==> config.mk <==
export PLATFORM = sky130hd
export DESIGN_NAME = morse_led_keyer
export DESIGN_NICKNAME = d
export VERILOG_FILES = /design/src/sv/mlk_pkg.sv /design/src/sv/morse_led_keyer.sv
export SDC_FILE = /design/constraint.sdc
export NUM_CORES = 1
export LEC_CHECK = 0
export BUFFER_PORTS_ARGS = -buffer_cell sky130_fd_sc_hd__buf_4
export CORE_MARGIN = 3
export CORE_UTILIZATION = 40
export CTS_CLUSTER_SIZE = 25
export DETAILED_ROUTE_END_ITERATION = 12
export PLACE_DENSITY = 0.62
export REMOVE_ABC_BUFFERS = 1
export SKIP_LAST_GASP = 1
export SLEW_MARGIN = 20
export SYNTH_ARGS = -nofsm -noshare
export SYNTH_HDL_FRONTEND = slang
export SYNTH_SLANG_ARGS = --single-unit
==> constraint.sdc <==
create_clock -name clock -period 9.05 [get_ports clock]
set_clock_uncertainty 0.2 [all_clocks]
set_input_delay 1.81 -clock clock [delete_from_list [all_inputs] [get_ports clock]]
set_output_delay 1.81 -clock clock [all_outputs]
set_load 0.02 [all_outputs]
==> src/sv/mlk_pkg.sv <==
// ----------------------------------------------------------------------------
// mlk_pkg: shared definitions for the Morse LED keyer
// Field widths, register indexes, opcodes and the Morse pattern lookup.
// ----------------------------------------------------------------------------
package mlk_pkg;

   // Fixed field widths.
   localparam int CHAR_W      = 8;
   localparam int TIME_W      = 16;
   localparam int CSR_INDEX_W = 2;
   localparam int RSP_DATA_W  = 8;
   localparam int PAT_BITS_W  = 5;
   localparam int PAT_LEN_W   = 3;

   // Configuration register indexes.
   localparam logic [CSR_INDEX_W-1:0] CSR_DOT_TICKS  = 2'd0;
   localparam logic [CSR_INDEX_W-1:0] CSR_DASH_TICKS = 2'd1;
   localparam logic [CSR_INDEX_W-1:0] CSR_GAP_TICKS  = 2'd2;

   // Register reset values.
   localparam logic [TIME_W-1:0] DOT_TICKS_RESET  = 16'd25;
   localparam logic [TIME_W-1:0] DASH_TICKS_RESET = 16'd100;
   localparam logic [TIME_W-1:0] GAP_TICKS_RESET  = 16'd25;

   // Request opcodes.
   localparam logic OP_LOAD = 1'b0;
   localparam logic OP_TICK = 1'b1;

   // One Morse pattern: bit i is symbol i (1 = dash), sent from bit 0 up.
   typedef struct packed {
      logic                  known;
      logic [PAT_BITS_W-1:0] bits;
      logic [PAT_LEN_W-1:0]  len;
   } mlk_pattern_type;

   typedef logic [PAT_BITS_W+PAT_LEN_W-1:0] mlk_entry_type;

   // Letters a..z, packed as {bits, len}.
   localparam mlk_entry_type LETTER_PAT [26] = '{
      {5'b00010, 3'd2}, {5'b00001, 3'd4}, {5'b00101, 3'd4}, {5'b00001, 3'd3},
      {5'b00000, 3'd1}, {5'b00100, 3'd4}, {5'b00011, 3'd3}, {5'b00000, 3'd4},
      {5'b00000, 3'd2}, {5'b01110, 3'd4}, {5'b00101, 3'd3}, {5'b00010, 3'd4},
      {5'b00011, 3'd2}, {5'b00001, 3'd2}, {5'b00111, 3'd3}, {5'b00110, 3'd4},
      {5'b01011, 3'd4}, {5'b00010, 3'd3}, {5'b00000, 3'd3}, {5'b00001, 3'd1},
      {5'b00100, 3'd3}, {5'b01000, 3'd4}, {5'b00110, 3'd3}, {5'b01001, 3'd4},
      {5'b01101, 3'd4}, {5'b00011, 3'd4}
   };

   // Digits 0..9, all five symbols long.
   localparam mlk_entry_type DIGIT_PAT [10] = '{
      {5'b11111, 3'd5}, {5'b11110, 3'd5}, {5'b11100, 3'd5}, {5'b11000, 3'd5},
      {5'b10000, 3'd5}, {5'b00000, 3'd5}, {5'b00001, 3'd5}, {5'b00011, 3'd5},
      {5'b00111, 3'd5}, {5'b01111, 3'd5}
   };

   // Look up the pattern of one ASCII code; unknown codes return known = 0.
   function automatic mlk_pattern_type mlk_lookup(input logic [CHAR_W-1:0] ch);
      mlk_pattern_type pat;
      logic [CHAR_W-1:0] offset;
      pat    = '0;
      offset = '0;
      if (ch inside {[8'h61:8'h7A]}) begin
         offset = ch - 8'h61;
         pat    = {1'b1, LETTER_PAT[offset[4:0]]};
      end else if (ch inside {[8'h30:8'h39]}) begin
         offset = ch - 8'h30;
         pat    = {1'b1, DIGIT_PAT[offset[3:0]]};
      end
      return pat;
   endfunction

endpackage

==> src/sv/morse_led_keyer.sv <==
// ----------------------------------------------------------------------------
// morse_led_keyer: Morse code encoder driving one LED from tick items
// Looks up the pattern of a loaded character and plays it on tick items.
// ----------------------------------------------------------------------------
// Usage:
//   The req channel carries one item per transaction: req_tuser is the
//   opcode (0 loads the character in req_tdata, 1 is one time tick). Every
//   accepted item yields exactly one rsp transaction with the LED level,
//   the busy flag and the rejected and unknown-character flags. The csr channel writes
//   the dot, dash and gap times (in ticks); the user must do so only while the block is
//   idle (not enforced); csr_ready is always high and unknown indexes are ignored.
// Response and throughput:
//   Each item updates the keyer state and the response register in one
//   pass, so its response is valid in the cycle after acceptance, and one
//   item is taken every cycle while rsp_tready stays high.
// Reset and stalls:
//   Reset returns the keyer to idle with the LED off, restores the default
//   times and empties the response register. While the receiver holds
//   rsp_tready low, the response holds and req_tready drops until it is
//   taken; when it is taken, a new item is accepted in the same cycle.
// ----------------------------------------------------------------------------
module morse_led_keyer #(
   parameter int MAX_SYMBOLS = 5,
   parameter int COUNT_WIDTH = 16
) (
   input  logic                             clock,
   input  logic                             reset,
   // Request channel.
   input  logic                             req_tvalid,
   output logic                             req_tready,
   input  logic [mlk_pkg::CHAR_W-1:0]       req_tdata,   // [7:0] character
   input  logic                             req_tuser,   // [0] opcode
   // Response channel.
   output logic                             rsp_tvalid,
   input  logic                             rsp_tready,
   output logic [mlk_pkg::RSP_DATA_W-1:0]   rsp_tdata,   // [0] led_on, [1] busy_res,
                                                         // [2] rejected, [3] unknown_char
   // Configuration write channel.
   input  logic                             csr_valid,
   output logic                             csr_ready,
   input  logic [mlk_pkg::CSR_INDEX_W-1:0]  csr_index,
   input  logic [mlk_pkg::TIME_W-1:0]       csr_data
);
   import mlk_pkg::*;

   localparam int LEFT_W = $clog2(MAX_SYMBOLS + 1);

   // Largest time a counter holds, seen as a register value.
   localparam logic [TIME_W-1:0] CNT_MAX16 = (COUNT_WIDTH >= TIME_W) ? {TIME_W{1'b1}} :
      TIME_W'((17'd1 << COUNT_WIDTH) - 17'd1);

   typedef enum logic [2:0] {
      PH_IDLE = 3'b001,
      PH_ON   = 3'b010,
      PH_GAP  = 3'b100
   } phase_type;

   // Clamp a register time to the counter range, zero counting as one tick.
   function automatic logic [COUNT_WIDTH-1:0] fit_time(input logic [TIME_W-1:0] t);
      logic [TIME_W-1:0] sat;
      sat = (t > CNT_MAX16) ? CNT_MAX16 : t;
      if (sat == '0) begin
         sat = TIME_W'(1);
      end
      return COUNT_WIDTH'(sat);
   endfunction

   logic [TIME_W-1:0]      dot_ticks_ff, dash_ticks_ff, gap_ticks_ff;
   logic [MAX_SYMBOLS-1:0] bits_ff, bits_in, bits_shift;
   logic [LEFT_W-1:0]      left_ff, left_in, left_dec;
   phase_type              phase_ff, phase_in;
   logic [COUNT_WIDTH-1:0] cnt_ff, cnt_in, cnt_dec;
   logic                   led_ff, led_in;
   logic                   rsp_valid_ff;
   logic [RSP_DATA_W-1:0]  rsp_data_ff, rsp_data_in;
   logic                   accept, rej, unk, busy_in;
   mlk_pattern_type        pat;

   assign req_tready = !rsp_valid_ff || rsp_tready;
   assign accept     = req_tvalid && req_tready;
   assign rsp_tvalid = rsp_valid_ff;
   assign rsp_tdata  = rsp_data_ff;
   assign csr_ready  = 1'b1;
   assign pat        = mlk_lookup(req_tdata);

   // Configuration registers.
   always_ff @(posedge clock) begin
      if (reset) begin
         dot_ticks_ff  <= DOT_TICKS_RESET;
         dash_ticks_ff <= DASH_TICKS_RESET;
         gap_ticks_ff  <= GAP_TICKS_RESET;
      end else if (csr_valid && csr_ready) begin
         case (csr_index)
            CSR_DOT_TICKS:  dot_ticks_ff  <= csr_data;
            CSR_DASH_TICKS: dash_ticks_ff <= csr_data;
            CSR_GAP_TICKS:  gap_ticks_ff  <= csr_data;
            default: ;
         endcase
      end
   end

   // Next keyer state for the accepted item.
   always_comb begin
      bits_in    = bits_ff;
      left_in    = left_ff;
      phase_in   = phase_ff;
      cnt_in     = cnt_ff;
      led_in     = led_ff;
      rej        = 1'b0;
      unk        = 1'b0;
      cnt_dec    = (cnt_ff != '0) ? cnt_ff - COUNT_WIDTH'(1) : '0;
      bits_shift = bits_ff >> 1;
      left_dec   = left_ff - LEFT_W'(1);
      if (accept) begin
         if (req_tuser == OP_LOAD) begin
            if (phase_ff != PH_IDLE) begin
               rej = 1'b1;
            end else if (pat.known) begin
               bits_in  = MAX_SYMBOLS'(pat.bits);
               left_in  = LEFT_W'(pat.len);
               phase_in = PH_ON;
               led_in   = 1'b1;
               cnt_in   = fit_time(pat.bits[0] ? dash_ticks_ff : dot_ticks_ff);
            end else begin
               unk = 1'b1;
            end
         end else if (phase_ff != PH_IDLE) begin
            cnt_in = cnt_dec;
            if (cnt_dec == '0) begin
               if (phase_ff == PH_ON) begin
                  // On time over: start the gap.
                  phase_in = PH_GAP;
                  led_in   = 1'b0;
                  cnt_in   = fit_time(gap_ticks_ff);
               end else if (left_dec != '0) begin
                  // Gap over: start the next symbol.
                  bits_in  = bits_shift;
                  left_in  = left_dec;
                  phase_in = PH_ON;
                  led_in   = 1'b1;
                  cnt_in   = fit_time(bits_shift[0] ? dash_ticks_ff : dot_ticks_ff);
               end else begin
                  // Last gap over: back to idle.
                  bits_in  = '0;
                  left_in  = left_dec;
                  phase_in = PH_IDLE;
                  led_in   = 1'b0;
               end
            end
         end
      end
      busy_in     = (phase_in != PH_IDLE);
      rsp_data_in = {4'b0000, unk, rej, busy_in, led_in};
   end

   // Keyer state.
   always_ff @(posedge clock) begin
      if (reset) begin
         bits_ff  <= '0;
         left_ff  <= '0;
         phase_ff <= PH_IDLE;
         cnt_ff   <= '0;
         led_ff   <= 1'b0;
      end else begin
         bits_ff  <= bits_in;
         left_ff  <= left_in;
         phase_ff <= phase_in;
         cnt_ff   <= cnt_in;
         led_ff   <= led_in;
      end
   end

   // Response register.
   always_ff @(posedge clock) begin
      if (reset) begin
         rsp_valid_ff <= 1'b0;
      end else if (accept) begin
         rsp_valid_ff <= 1'b1;
      end else if (rsp_tready) begin
         rsp_valid_ff <= 1'b0;
      end
   end

   always_ff @(posedge clock) begin
      if (accept) begin
         rsp_data_ff <= rsp_data_in;
      end
   end

endmodule

* Word-level counts from Yosys, hierarchy flattened
Memories as Yosys holds them, arrays and structs flattened.
Index checks and enable logic that the tools add are counted.
** Word-level totals
- Bits in registers :: 81
- Memory bits (read-only) :: 384
- Bits of input ports :: 32
- Output and inout port bits :: 11
- Word-level logic and storage cells :: 113
- Memories kept :: 2
** Cells by class
- Add/sub/neg operators :: 4
- $lt $le $gt $ge :: 9
- Equality and inequality tests :: 9
- Muxes and demuxes :: 55
- Bitwise logic cells :: 2
- Reductions and logical operators :: 20
** Memory list
- (name not given) :: depth 32, width 8, rd ports 1, clocked after memory_dff 0, write ports 0, RTL line mlk_pkg.sv:64 : pat = {1'b1, LETTER_PAT[offset[4:0]]};
- (name not given) :: depth 16, width 8, rd ports 1, clocked after memory_dff 0, write ports 0, RTL line mlk_pkg.sv:67 : pat = {1'b1, DIGIT_PAT[offset[3:0]]};
** Operator list (count)
- $mux 16 :: 16
- $logic_not 16->1 :: 4
- $gt 16x16->1 const B :: 3
- $mux 3 :: 13
- $mux 8 :: 4
- $mux 5 :: 6
- $mux 9 :: 2
- $reduce_bool 16->1 :: 1
- $sub 16x1->16 const B :: 1
- $mux 1 :: 12
- $ge 8x6->1 const B :: 1
- $ge 8x7->1 const B :: 1
- $le 8x6->1 const B :: 1
- $le 8x7->1 const B :: 1
- $ge 6x6->1 const B :: 1
- $ne 3x1->1 const B :: 2
- $not 5->6 :: 1
- $reduce_and 2->1 :: 3
- $reduce_and 6->1 :: 1
- $ge 5x5->1 const B :: 1
- $not 4->5 :: 1
- $sub 5x1->5 const B :: 1
- $mux 4 :: 1
- $ne 2x1->1 const B :: 2
- other kinds (15) :: 19

* Logic depth before layout (Yosys ltp)
- Depth after elaboration :: 15
- Depth in mapped cells :: 15
- Mapped depth without buffers :: 12

* Worst setup path after synthesis
Ideal clock, no wire load.
- Kind :: input -> register
- Start :: input port req_tdata[1] (netlist bit)
- End :: register cnt_ff[11]
- Library setup time :: 117 ps
- Data arrival time :: 4769 ps
- Data required time :: 8733 ps
- Slack :: 3964 ps
- Cell stages on the path :: 13
- Buffers on the path :: 3
- Path through :: clkbuf_1 > inv_1 > ha_1 > clkbuf_1 > nor3b_1 > nor3b_1 > a311oi_1 > nand2_1 > o21ai_2 > buf_4 > mux2i_1 > nand2_1 > a32o_1
** Between the ends
- Longest elaborated chain between the ends :: 15
** RTL lines
- from (decl) :: RTL line morse_led_keyer.sv:31 : input logic [mlk_pkg::CHAR_W-1:0] req_tdata,
- $sub 4x1->4 :: RTL line mlk_pkg.sv:66 : offset = ch - 8'h30;
- $not 4->5 (implied by the code) :: RTL line mlk_pkg.sv:67
- $mem_v2 16x8
- $mux 8 (implied by the code) (2 in a row) :: RTL line mlk_pkg.sv:67
- $mux 9 :: RTL line mlk_pkg.sv:65 : end else if (ch inside {[8'h30:8'h39]}) begin
- $mux 9 * :: RTL line mlk_pkg.sv:62 : if (ch inside {[8'h61:8'h7A]}) begin
- $mux 16 :: RTL line morse_led_keyer.sv:123 : cnt_in = fit_time(pat.bits[0] ? dash_ticks_ff : dot_ticks_ff);
- $gt 16x16->1 :: RTL line morse_led_keyer.sv:61 : sat = (t > CNT_MAX16) ? CNT_MAX16 : t;
- $mux 16 :: RTL line morse_led_keyer.sv:61
- $logic_not 16->1 :: RTL line morse_led_keyer.sv:62 : if (sat == '0) begin
- $mux 16 :: RTL line morse_led_keyer.sv:62
- $mux 16 :: RTL line morse_led_keyer.sv:118 : end else if (pat.known) begin
- $mux 16 :: RTL line morse_led_keyer.sv:116 : if (phase_ff != PH_IDLE) begin
- $mux 16 :: RTL line morse_led_keyer.sv:115 : if (req_tuser == OP_LOAD) begin
- to (signal assigned) :: RTL line morse_led_keyer.sv:168 : cnt_ff <= cnt_in;
- to (decl) :: RTL line morse_led_keyer.sv:72 : logic [COUNT_WIDTH-1:0] cnt_ff, cnt_in, cnt_dec;
Mark *: on every way between the ends. The rest lies on a longest branch, timed or not. The select of a mux whose other input is x is not followed.
A chain may end at the register's enable or synchronous reset.

* Worst setup path in the final report
- Start :: input port req_tdata[1] (netlist bit)
- End :: register cnt_ff[2]
Same word-level chain as after synthesis.

==> out/qor.yml <==
pre_cts_slack_ps: 3600
power.leakage_nw: 2.11
clockBufferDepth: 2
cts_root_buffer: "clkbuf_16"
gp_congestion: 0.888
fin_setup_tns_ps: 0
die_y_um: 119
clk-insertion-delay-late_ps: 340
ff2ff_path_depth: 8
cts-resized-gates: 0
fp.dieW_um: 119
synth_enable_flop_cells: 4
fin_nets: 712
post_drt_wl_per_cell_um: 16.8
grt_max_degree: 64
min_period_ps: 4880
worst_pin_slew_ps: 1080
layout_setup_ws_ps: 4170
drt.antenna.violating_nets: 0
clk_pin_slew_ps: 60
clock-sinks: 80
drive_gt1_frac: 0.0994
finalSetupViolations: 0
fp-row-count: 40
fin_crit_sh: 0.539
vias: 4877
cts_buffers: 9
vias_per_cell: 5.79
ys_seq_area_frac: 0.323
crit_required_ps: 9080
htreeDepth: 3
grt_pass1_vias: 4551
ctsHoldBuffers: 0
run_status: "complete, no violations"
area_growth_pct: 12.7
ys.warnings.count: 0
cp-start-kind: "input pin"
grt_antenna_before_repair: 0
worstSetupEndpointType: "register"
yosysUniqueCellTypes: 63
dr.pass1.iters: 7
drc: 0
power.density_nw_per_um2: 183
whs_path_depth: 2
dp_hpwl_um: 9940
syn-instance-count: 667
drv_cap: 0
fill_cells: 1268
netlist_area_sq_um: 5080
crit_fanout: 16
cts_tree: "built"
peakVddDrop_v: 0.000110
max_slew_margin: 0.280
drt-total-wl_um: 14100
grt_pass1_wl_um: 23500
core_area_sq_um: 12200
port_buffers: 37
post_cts_buffers: 0
synthArstFlopShare: 0
critPathKind: "input pin to register"
rsz0062_at_grt: "false"
hp-class: "register to register"
grt_overflow: 0
regToRegSetupSlack_ps: 4720
cp.arrival_ps: 4910
ys.flop_type: "dfxtp_1"
synth_seq_cells: 80
initial_core_util: 0.416
avgSynthCellArea_sq_um: 7.62
antenna_cells: 0
gr-usage-all-layers: 0.202
hold_viol_final: 0
io_pins: 43
fmax_mhz: 205
drt_iter0_drc: 460
die_area_sq_um: 14100
final_max_slew_viol_count: 0
## worst max-delay path, cell delays in order
cell and delay [ps]:
buf_4 160, inv_1 140, ha_1 360, nor3b_1 440, xor2_1 560, a31oi_1 80, o211a_1 170, o21ai_4 560
mux2i_1 270, nand2_1 70, a32o_1 270
## state kept, by name, indices dropped and copies added (netlist names)
| register | count |
|---|---|
| dash_ticks_ff | 16 |
| led_ff | 1 |
| left_ff | 3 |
| dot_ticks_ff | 16 |
| rsp_tdata | 4 |
| bits_ff | 4 |
| rsp_tvalid | 1 |
| cnt_ff | 16 |
| gap_ticks_ff | 16 |
| phase_ff | 3 |
## cell usage after synthesis, types with 11 or more instances
| cell | count | area, sq um |
|---|---|---|
| clkbuf_1 | 37 | 139 |
| o221ai_1 | 12 | 105 |
| nand2_1 | 140 | 526 |
| dfxtp_1 | 76 | 1520 |
| nand3b_1 | 15 | 113 |
| inv_1 | 16 | 60.1 |
| nor4_1 | 15 | 93.8 |
| a32o_1 | 11 | 110 |
| o21ai_0 | 18 | 90.1 |
| ha_1 | 11 | 138 |
| mux2i_1 | 44 | 440 |
| nor2_1 | 48 | 180 |
| a21oi_1 | 78 | 390 |
## where the power goes
| part | internal [mW] | total, mW | switching, mW |
|---|---|---|---|
| Clock | 0.246 | 0.394 | 0.148 |
| Sequential | 0.371 | 0.390 | 0.0195 |
| Combinational | 0.104 | 0.265 | 0.160 |
## cells by family (layout without fill, tap and decap cells)
kind of cell | count (synthesis) | in the layout | synth area share
DFF | 80 | 80 | 0.323
muxes | 44 | 44 | 0.0867
buffers and inverters | 70 | 74 | 0.0591
adders and majority gates | 11 | 11 | 0.0271
AOI/OAI and AO/OA | 177 | 177 | 0.228
and+or+nand+nor | 271 | 271 | 0.254
xor gates and xnor gates | 12 | 12 | 0.0207
other | 2 | 5 | 0.00148
## through the flow
stage          hold WS, ps  instance area (sq um)  total power [mW]  utilization  std cells
2_1_floorplan          226                   4860             0.576            -        617
3_3_place_gp           240                   5390             0.656        0.441        826
3_5_place_dp           250                   5390             0.657        0.441        826
4_1_cts                257                   5710              1.05        0.468        842
5_1_grt                287                   5730              1.10        0.469        842
6_report               253                   5730              1.05        0.469        842
## layout by cell type, fill, tap and decap left out, drive strengths merged, types with 12 or more instances in the layout
cell type  synthesis  final
o221ai            12     12
nor2              48     48
clkbuf            37     13
mux2i             44     44
o21ai             19     19
dfxtp             76     76
nand2            140    140
a21oi             78     78
buf               16     41
nand3b            15     15
nor4              16     16
inv               16     16
## metal layers
metal	share of wire	GRT usage	vias to the layer above
li1	-	-	2398
met2	0.46	0.320	155
met3	0.050	0.0421	22
met1	0.47	0.277	2302
met5	0	0	-
met4	0.017	0.0565	0
## cell type report
class                      count  area, sq um  share of cell area
clock buffer                  13          282              0.0492
clock inverter                 3         46.3             0.00808
inverter                      17         63.8              0.0111
multi-input combinational    520         3180               0.555
sequential                    80         1640               0.287
tap                          168          210              0.0367
timing repair buffer          41          308              0.0537
## worst paths after layout
path	from	end
setup / recovery	req_tdata[1]	cnt_ff[2]
hold / removal	bits_ff[3]	bits_ff[3]
setup reg to reg	cnt_ff[2]	left_ff[0]
hold reg to reg	bits_ff[3]	bits_ff[3]
(Power assumes the default switching activity.)
